File: src/design/sbb_pkg.sv
// Package: constants and types for the sprite batch builder.
`default_nettype none
package sbb_pkg;
	localparam int MaxQuads = 10;
	localparam int MaxSlots = 32;
	localparam int SlotW    = 6;
	localparam int IdxW     = $clog2(MaxSlots);
	localparam int QuadW    = 4;
	localparam int NCell    = MaxSlots - 1;

	localparam logic [1:0] KIND_VERT  = 2'd0;
	localparam logic [1:0] KIND_BIND  = 2'd1;
	localparam logic [1:0] KIND_FLUSH = 2'd2;

	typedef enum logic [2:0] {
		ST_IDLE, ST_SEARCH, ST_DECIDE, ST_BIND, ST_VERT
	} state_t;

	// search pulse handed down the cell chain
	typedef struct packed {
		logic             valid;
		logic             hit;
		logic [IdxW-1:0]  hit_idx;
	} probe_t;

	function automatic logic [15:0] sat16(input logic signed [16:0] v);
		logic [15:0] r;
		if (v > 17'sd32767) r = 16'h7FFF;
		else if (v < -17'sd32768) r = 16'h8000;
		else r = v[15:0];
		return r;
	endfunction
endpackage
`default_nettype wire

File: src/design/sbb_cell.sv
// One slot cell: holds a texture id and compares it as the search probe passes.
`default_nettype none
module sbb_cell import sbb_pkg::*; (
	input  wire logic              clk,
	input  wire logic              arst_n,
	input  wire logic [IdxW-1:0]   my_idx,
	input  wire logic              wr_en,
	input  wire logic [31:0]       wr_id,
	input  wire logic [31:0]       key,
	input  wire logic [SlotW-1:0]  used,
	input  wire probe_t            probe_in,
	output probe_t                 probe_out
);
	logic [31:0] id_q;
	logic        match;

	always_ff @(posedge clk) begin
		if (wr_en) id_q <= wr_id;
	end

	assign match = probe_in.valid && !probe_in.hit &&
		({1'b0, my_idx} < used) && (id_q == key);

	always_ff @(posedge clk or negedge arst_n) begin
		if (!arst_n) begin
			probe_out <= '0;
		end else begin
			probe_out.valid   <= probe_in.valid;
			probe_out.hit     <= probe_in.hit | match;
			probe_out.hit_idx <= match ? my_idx : probe_in.hit_idx;
		end
	end
endmodule
`default_nettype wire

File: src/design/sprite_batch_builder.sv
// Top level: sequencer, slot cell chain and result register.
`default_nettype none
// A request (start while busy is low) yields 1 to 6 results, one per cycle on
// the strobe; the receiver cannot stall. A draw keeps busy high until it is
// through its steps, so no new request is taken before then: it launches the
// texture probe, the probe walks the 31 slot cells, then come a decide step,
// an optional bind step and four vertex steps.
// A flush goes out in a cycle the sequence spends anyway. End of frame keeps
// busy low; its flush strobes in the next cycle.
module sprite_batch_builder import sbb_pkg::*; (
	input  wire logic               clk,
	input  wire logic               arst_n,
	input  wire logic               cfg_we,
	input  wire logic [31:0]        cfg_wdata,
	input  wire logic               start,
	output logic                    busy,
	input  wire logic               req_type,
	input  wire logic [31:0]        tex_id,
	input  wire logic signed [15:0] pos_x,
	input  wire logic signed [15:0] pos_y,
	input  wire logic signed [15:0] size_x,
	input  wire logic signed [15:0] size_y,
	input  wire logic [15:0]        tex_s_start,
	input  wire logic [15:0]        tex_t_start,
	input  wire logic [15:0]        tex_s_end,
	input  wire logic [15:0]        tex_t_end,
	input  wire logic [31:0]        color_rgba,
	output logic                    strobe,
	output logic [1:0]              kind,
	output logic signed [15:0]      vert_x,
	output logic signed [15:0]      vert_y,
	output logic [15:0]             vert_s,
	output logic [15:0]             vert_t,
	output logic [31:0]             vert_color,
	output logic [SlotW-1:0]        slot,
	output logic [31:0]             value,
	output logic                    last
);
	state_t state_q, state_n;
	logic [31:0] white_q, tex_q, col_q;
	logic [15:0] x0_q, x1_q, y0_q, y1_q, s0_q, s1_q, t0_q, t1_q;
	logic [SlotW-1:0] used_q;
	logic [QuadW-1:0] quads_q;
	logic [1:0] vcnt_q;
	logic [IdxW-1:0] slot_q;
	logic need_bind_q;
	logic launch_q;

	probe_t probe_launch;
	probe_t chain [NCell+1];
	logic [NCell-1:0] wr_sel;

	always_ff @(posedge clk or negedge arst_n) begin
		if (!arst_n) white_q <= '0;
		else if (cfg_we) white_q <= cfg_wdata;
	end

	wire accept = start && (state_q == ST_IDLE);
	assign busy = (state_q != ST_IDLE);

	// probe starts once the request's texture id sits in tex_q
	always_comb begin
		probe_launch = '0;
		probe_launch.valid = launch_q;
		probe_launch.hit   = launch_q && (tex_q == white_q);
	end
	assign chain[0] = probe_launch;

	genvar g;
	generate
		for (g = 0; g < NCell; g++) begin : g_cell
			assign wr_sel[g] = (state_q == ST_BIND) &&
				(slot_q == IdxW'(g + 1));
			sbb_cell u_cell (
				.clk(clk), .arst_n(arst_n), .my_idx(IdxW'(g + 1)),
				.wr_en(wr_sel[g]), .wr_id(tex_q),
				.key(tex_q), .used(used_q),
				.probe_in(chain[g]), .probe_out(chain[g+1])
			);
		end
	endgenerate

	wire probe_done = chain[NCell].valid;
	wire batch_full = ({2'b0, quads_q} >= (QuadW+2)'(MaxQuads));

	// sequencing step in DECIDE: flush first if slots full on miss (a quads-full flush goes out as the search ends)
	logic [SlotW-1:0] used_eff;
	always_comb used_eff = batch_full ? SlotW'(1) : used_q;

	always_comb begin
		state_n = state_q;
		case (state_q)
			ST_IDLE:   if (accept) state_n = req_type ? ST_IDLE : ST_SEARCH;
			ST_SEARCH: if (probe_done) state_n = ST_DECIDE;
			ST_DECIDE: state_n = need_bind_q ? ST_BIND : ST_VERT;
			ST_BIND:   state_n = ST_VERT;
			ST_VERT:   if (vcnt_q == 2'd3) state_n = ST_IDLE;
			default:   state_n = ST_IDLE;
		endcase
	end

	// search is run against the pre-flush table; a quad-count flush empties it
	logic hit_eff;
	always_comb hit_eff = chain[NCell].hit && !(batch_full && chain[NCell].hit_idx != '0);

	always_ff @(posedge clk or negedge arst_n) begin
		if (!arst_n) begin
			state_q <= ST_IDLE;
			used_q  <= SlotW'(1);
			quads_q <= '0;
			vcnt_q  <= '0;
			slot_q  <= '0;
			need_bind_q <= 1'b0;
			launch_q <= 1'b0;
			strobe  <= 1'b0;
		end else begin
			state_q <= state_n;
			launch_q <= accept && !req_type;
			strobe  <= 1'b0;
			if (accept && req_type) begin
				strobe <= 1'b1;
				used_q <= SlotW'(1);
				quads_q <= '0;
			end
			if (state_q == ST_SEARCH && probe_done) begin
				need_bind_q <= !hit_eff;
				slot_q <= chain[NCell].hit_idx;
				if (batch_full) begin
					strobe <= 1'b1;
					used_q <= SlotW'(1);
					quads_q <= '0;
				end
			end
			if (state_q == ST_DECIDE && need_bind_q) begin
				if ({1'b0, used_eff} >= (SlotW+1)'(MaxSlots)) begin
					strobe <= 1'b1;
					slot_q <= IdxW'(1);
					used_q <= SlotW'(2);
					quads_q <= '0;
				end else begin
					slot_q <= used_q[IdxW-1:0];
					used_q <= used_q + SlotW'(1);
				end
			end
			if (state_q == ST_BIND) strobe <= 1'b1;
			if (state_q == ST_VERT) begin
				strobe <= 1'b1;
				vcnt_q <= vcnt_q + 2'd1;
				if (vcnt_q == 2'd3) quads_q <= quads_q + QuadW'(1);
			end
		end
	end

	always_ff @(posedge clk) begin
		if (accept) begin
			tex_q <= tex_id;
			col_q <= color_rgba;
			x0_q <= sat16(17'(pos_x));
			y0_q <= sat16(17'(pos_y));
			x1_q <= sat16(17'(pos_x) + 17'(size_x));
			y1_q <= sat16(17'(pos_y) + 17'(size_y));
			s0_q <= tex_s_start; s1_q <= tex_s_end;
			t0_q <= tex_t_start; t1_q <= tex_t_end;
		end
		kind <= KIND_FLUSH; vert_x <= '0; vert_y <= '0; vert_s <= '0;
		vert_t <= '0; vert_color <= '0; value <= '0; last <= 1'b0;
		slot <= used_q;
		if (accept && req_type) begin
			value <= 32'(quads_q); last <= 1'b1;
		end else if (state_q == ST_SEARCH) begin
			value <= 32'(quads_q);
		end else if (state_q == ST_DECIDE) begin
			value <= 32'(quads_q);
			slot  <= used_eff;
		end else if (state_q == ST_BIND) begin
			kind <= KIND_BIND; slot <= SlotW'(slot_q); value <= tex_q;
		end else if (state_q == ST_VERT) begin
			kind <= KIND_VERT; slot <= SlotW'(slot_q); vert_color <= col_q;
			vert_x <= (vcnt_q == 2'd0 || vcnt_q == 2'd3) ? x0_q : x1_q;
			vert_y <= (vcnt_q[1]) ? y1_q : y0_q;
			vert_s <= (vcnt_q == 2'd0 || vcnt_q == 2'd3) ? s0_q : s1_q;
			vert_t <= (vcnt_q[1]) ? t1_q : t0_q;
			last   <= (vcnt_q == 2'd3);
		end
	end

	a_idle_quiet: assert property (@(posedge clk) disable iff (!arst_n)
		(state_q == ST_IDLE && !start) |=> !strobe) else $error("spurious strobe");
	a_used_min: assert property (@(posedge clk) disable iff (!arst_n)
		used_q != '0) else $error("slot count zero");
	a_vert_after_bind: assert property (@(posedge clk) disable iff (!arst_n)
		state_q == ST_BIND |=> state_q == ST_VERT) else $error("bind not followed");
endmodule
`default_nettype wire
File: config.mk
export PLATFORM = sky130hd
export DESIGN_NAME = sprite_batch_builder
export DESIGN_NICKNAME = d
export VERILOG_FILES = /design/src/design/sbb_pkg.sv /design/src/design/sbb_cell.sv /design/src/design/sprite_batch_builder.sv
export SDC_FILE = /design/constraint.sdc
export NUM_CORES = 2
export LEC_CHECK = 0
export BUFFER_PORTS_ARGS = -buffer_cell sky130_fd_sc_hd__buf_2
export CAP_MARGIN = 10
export CORE_ASPECT_RATIO = 1.75
export CORE_MARGIN = 4
export CORE_UTILIZATION = 55
export CTS_BUF_LIST = sky130_fd_sc_hd__clkbuf_16
export CTS_CLUSTER_DIAMETER = 30
export DETAILED_ROUTE_END_ITERATION = 16
export PLACE_DENSITY = 0.74
export REMOVE_ABC_BUFFERS = 1
export SYNTH_ARGS = -nofsm -noshare
export SYNTH_HDL_FRONTEND = slang
export SYNTH_SLANG_ARGS = --single-unit
File: constraint.sdc
create_clock -name clk -period 6.1 [get_ports clk]
set_clock_uncertainty 0.05 [all_clocks]
set_input_delay 1.83 -clock clk [delete_from_list [all_inputs] [get_ports clk]]
set_output_delay 1.83 -clock clk [all_outputs]
set_load 0.02 [all_outputs]
* Word level (Yosys, flattened, before mapping)
Cells that the tools add are included.
** Word-level totals
- Input port bits :: 229
- Bits in latches :: 0
- Word-level logic and storage cells :: 562
- Memory bits (read-only) :: 0
- Memories kept :: 0
- Register bits :: 1593
- Output and inout bits :: 139
- RAM bits :: 0
** Cells by class
- $add $sub $neg :: 5
- $lt $le $gt $ge :: 41
- Muxes and demuxes :: 83
- Eq/ne operators :: 71
- Reduce and logical (&&, ||, !) cells :: 176
- Div/mod/pow operators :: 0
- Multipliers :: 0
- Shifts and indexed selects :: 0
- Bitwise logic cells :: 33
** Operators by type and width (count)
- == test 32 bit :: 32
- two-way mux 5 bit :: 33
- logical AND 1 bit :: 132
- two-way mux 16 bit :: 8
- less-than comparator 5 x 6 -> 1 bit (first input constant) :: 16
- == test 5 bit (second input constant) :: 16
- two-way mux 6 bit :: 11
- less-than comparator 4 x 6 -> 1 bit (first input constant) :: 8
- two-way mux 4 bit :: 11
- == test 5 x 4 -> 1 bit (second input constant) :: 8
- adder 16 x 16 -> 17 bit :: 2
- > comparator 17 x 16 -> 1 bit (second input constant) :: 2
- zero test 1 bit :: 34
- less-than comparator 17 x 16 -> 1 bit (second input constant) :: 2
- > comparator 16 bit (second input constant) :: 2
- less-than comparator 16 bit (second input constant) :: 2
- bitwise OR 1 bit :: 31
- less-than comparator 3 x 6 -> 1 bit (first input constant) :: 4
- == test 5 x 3 -> 1 bit (second input constant) :: 4
- one-hot mux 3 bit (5 select lines) :: 1
- two-way mux 1 bit :: 13
- less-than comparator 2 x 6 -> 1 bit (first input constant) :: 2
- two-way mux 3 bit :: 4
- == test 5 x 2 -> 1 bit (second input constant) :: 2
- 25 further kinds :: 29

* Longest topological paths before layout
- Depth after elaboration :: 10
- Depth in mapped cells :: 11
- Depth with buffers taken out :: 9

* Modules after synthesis
From an unflattened synthesis, not the netlist that was laid out.
** Second synthesis, totals
- Cell total of the unflattened synthesis :: 4434
- Area total of the unflattened synthesis :: 67608.6 um2
** Modules (own cells, without submodules)
- sbb_cell (g_cell[0].u_cell ...) :: seq. area each 1136.1 um2, area each 1692.9 um2, instances 22, cells each 104
- sbb_cell (g_cell[17].u_cell ...) :: seq. area each 1136.1 um2, area each 1689.1 um2, instances 9, cells each 104
- sprite_batch_builder :: seq. area each 9885.7 um2, area each 15163.3 um2, instances 1, cells each 1210

* Worst setup path after synthesis
Ideal clock, no wire load.
- Path kind :: input port to flip-flop
- Start :: input start
- End :: register col_q[0], enable pin
- Path buffers :: 0
- Slack :: -0.743 ns
- Data required time :: 5.472 ns
- Setup time :: 0.578 ns
- Data arrival time :: 6.215 ns
- Stages :: 1
- Cell sequence :: and2_1
** On the way
- Word-level cells in the longest chain between the ends :: 1
** RTL lines
- from (decl) :: line sprite_batch_builder.sv:15 : input wire logic start,
- logical AND 1 bit :: line sprite_batch_builder.sv:58 : wire accept = start && (state_q == ST_IDLE);
- to (signal assigned) :: line sprite_batch_builder.sv:157 : col_q <= color_rgba;
- to (decl) :: line sprite_batch_builder.sv:40 : logic [31:0] white_q, tex_q, col_q;
Every way passes these cells.
A chain may end at the register's enable or synchronous reset.

* Final worst setup path
- Start :: input pos_x[5]
- End :: register x1_q[2], data pin
** On the way
- Word-level cells in the longest chain between the ends :: 3
- Elaborated cells on any way between the ends :: 4
- Those cells by class :: add/sub: 1; order compare: 2; mux: 1
** RTL lines
- from (decl) :: line sprite_batch_builder.sv:19 : input wire logic signed [15:0] pos_x,
- adder 16 x 16 -> 17 bit (*) :: line sprite_batch_builder.sv:160 : x1_q <= sat16(17'(pos_x) + 17'(size_x));
- less-than comparator 17 x 16 -> 1 bit :: line sbb_pkg.sv:29 : else if (v < -17'sd32768) r = 16'h8000;
- two-way mux 16 bit :: line sbb_pkg.sv:29
- to (signal assigned) :: line sprite_batch_builder.sv:160
- to (decl) :: line sprite_batch_builder.sv:41 : logic [15:0] x0_q, x1_q, y0_q, y1_q, s0_q, s1_q, t0_q, t1_q;
Mark *: on every way between the ends. The rest lies on a longest branch, timed or not.

==> flow_summary.json <==
{
  "die_height_microns": 453.9,
  "pwr-share-seq_pct": 50.7,
  "cts_setup_buffers": 0,
  "grt_max_degree": 126,
  "cell_internal_pwr_mw": 17.72,
  "peakVddDrop_uv": 285.0,
  "worstPathRequired_ps": 6570,
  "cts.repair.resized": 0,
  "swShare_pct": 21.21,
  "cts_root_buf": "clkbuf_16",
  "routedWlPerCell_microns": 24.71,
  "ys_ff_latch": 1567,
  "numPortBuffers": 367,
  "ant_nets": 0,
  "worstSetupStartpointType": "input port",
  "netlist.area_leader.share_pct": 56.90,
  "cts.sinks": 1567,
  "cellPowerDensity_nw_per_um2": 309.9,
  "clkTransAtPathRegs_ps": 60,
  "crit_path_start": "pos_x[5]",
  "cp_max_fo": 16,
  "r2r-end": "g_cell[6].u_cell.probe_out[5]",
  "status": "finished clean",
  "rsz0062_at_grt": "false",
  "ys_seq_area_share_pct": 71.14,
  "final_hold_viol_count": 0,
  "final_nets": 4768,
  "max_freq_mhz": 257.7,
  "io_pins": 368,
  "die_w_microns": 262.8,
  "synth_edf_count": 1184,
  "fin_ws_ps": 2220,
  "grt_use_total_pct": 25.18,
  "synth_ff_type": "edfxtp_1",
  "htreeDepth": 4,
  "synthArstFlopShare_pct": 15.70,
  "tightestPinTransition_ps": 1181,
  "cp-end-kind": "register",
  "post-route-util_pct": 64.34,
  "holdPathStages": 0,
  "clk_latency_ps": 790,
  "place_ws_ps": 1431,
  "relSlewSlack_pct": 20.52,
  "overflow": 0,
  "dr_total_vias": 34982,
  "holdWs_ps": 319.5,
  "core_area_sq_um": 112800,
  "first_pass_iters": 7,
  "p_comb_share_pct": 1.9,
  "start_util_pct": 55.41,
  "synth_warnings": 0,
  "grt_pass1_wl_mm": 224.9,
  "slew_violations": 0,
  "dp_hpwl_mm": 92.45,
  "arrival_ps": 4350,
  "layout-drive-gt1-share_pct": 20.07,
  "netlist_area_sq_um": 62490,
  "min_period_ps": 3880,
  "synth.most_common_cell": "edfxtp_1",
  "switchingPower_mw": 4.770,
  "yosysTopAreaCell": "edfxtp_1",
  "synthToLayoutAreaGrowth_pct": 16.12,
  "synth_area_leaders": "edfxtp_1 (57%), dfrtp_1 (9.8%), xnor2_1 (9.0%), xor2_1 (5.6%), dfxtp_1 (4.4%)",
  "hold-path-endpoint": "g_cell[5].u_cell.probe_out[6]",
  "ys_types": 66,
  "vias_per_cell": 5.697,
  "cts_buffers": 172,
  "wirelength_mm": 151.7,
  "antenna_found_initial": 11,
  "syn_inst": 4061,
  "cts_buffer_depth": 3,
  "cts_hold_buf": 0,
  "syn_avg_cell_area_sq_um": 15.39,
  "worstReg2RegStart": "tex_q[18]",
  "r2r_slack_ps": 2490,
  "die_area_sq_um": 119300,
  "gp_congestion": 0.8685,
  "leakagePower_nw": 26.35,
  "critPathKind": "input port to register",
  "final-setup-viol-count": 0,
  "post-route-drc-count": 0,
  "finalCritPeriodShare_pct": 63.61,
  "grt_pass1_vias": 36370,
  "max_stage_delay_ps": 680,
  "hp-class": "register to register",
  "crit_chain": "buf_2 > ha_1 > a2111o_1 > o2111ai_4 > nor2_2 > o41a_1 > maj3_1",
  "maxCapViolCount": 0,
  "p_clk_share_pct": 47.4,
  "critical-path-slowest-cell": "o41a_1",
  "hold_start": "g_cell[4].u_cell.probe_out[6]",
  "cts_tree": "yes",
  "first_iter_violations": 2576,
  "row_count": 163,
  "reg2reg_depth": 6,
  "yosys-top-cells-count": "edfxtp_1 (1184), xnor2_1 (644), xor2_1 (399)"
}
==> metrics by stage <==
step / cells / TNS [ps] / cell area, sq um / power [mW]
after floorplan: 3836 / -143750 / 61510 / 11.88
after global placement: 5811 / 0 / 66570 / 12.03
after detailed placement: 5811 / 0 / 66570 / 12.05
after CTS: 6134 / 0 / 72550 / 22.64
after global routing: 6138 / 0 / 72560 / 23.12
final: 6140 / 0 / 72560 / 22.49
==> cells in the final DEF (no fill, tap or decap), drive strengths merged, types with 15 or more instances in the layout <==
cell type and instances:
edfxtp 1184, xnor2 644, buf 490, xor2 399
dfrtp 245, clkbuf 180, nand4 171, nor2 143
dfxtp 137, nor4 125, inv 94, mux2i 64
nand2b 63, and3 61, or2 58, nand2 50
clkinv 48, a21oi 47, nand3 46, o21ai 40
ha 37, nor3 36, and2 35, nor2b 33
mux2 32, maj3 18, clkinvlp 17, nor4b 15
==> registers in the layout, summed over array words and instances (netlist names), 5 cells and up <==
name / cells
y1_q: 16
tex_q: 32
slot: 6
x0_q: 16
col_q: 32
value: 32
white_q: 32
x1_q: 16
t1_q: 16
vert_x: 16
vert_s: 16
y0_q: 16
used_q: 6
t0_q: 16
s1_q: 16
vert_t: 16
vert_color: 32
s0_q: 16
vert_y: 16
slot_q: 5
g_cell.u_cell.probe_out: 191
g_cell.u_cell.id_q: 992
==> critical path: cells and delay by family <==
kind | cells | cell delay (ps)
buffers and inverters | 1 | 110
and+or+nand+nor | 1 | 70
adders and majority gates | 2 | 840
AOI/OAI and AO/OA | 3 | 1470
==> power by group through the flow <==
stage	Clock, mW	Sequential (mW)	Combinational [mW]
detailed placement	0	11.6	0.418
global placement	0	11.6	0.402
CTS	10.8	11.4	0.421
floorplan	0	11.6	0.247
finish	10.7	11.4	0.419
global route	11.3	11.4	0.466
==> per-layer routing <==
metal  share of wire [%]  global-route usage, %
met5               0.040                      0
met4                 4.7                  11.65
met3                 6.8                  5.487
met2                  53                  45.29
met1                  36                  28.76
==> area by class of cell <==
| class | instances | area [sq um] |
|---|---|---|
| antenna | 6 | 15.01 |
| clock buffer | 180 | 4504 |
| clock inverter | 143 | 1480 |
| fill | 7856 | 40220 |
| inverter | 30 | 112.6 |
| multi-input combinational | 2239 | 17060 |
| sequential | 1567 | 44460 |
| tap | 1485 | 1858 |
| timing repair buffer | 490 | 3083 |
==> kinds of logic (layout without fill, tap and decap cells) <==
family                     Yosys count  in the layout  synth area share, %
DFF                               1567           1567                71.14
xor gates and xnor gates          1043           1043                14.62
and+or+nand+nor                    866            866                7.877
buffers and inverters              255            843                1.742
AOI/OAI and AO/OA                  177            177                1.904
muxes                               96             96                1.602
adders and majority gates           57             57                1.119
other                                0              6                    0
==> how the worst max path moves through the flow <==
stage / end / slack (ps)
after CTS: busy / 2170
final: x1_q[2] / 2220
after global routing: y1_q[4] / 2050
after global placement: x1_q[2] / 1460
after detailed placement: x1_q[2] / 1430
after floorplan: col_q[0] / -740
No activity file was read; power rests on OpenSTA's default activity.
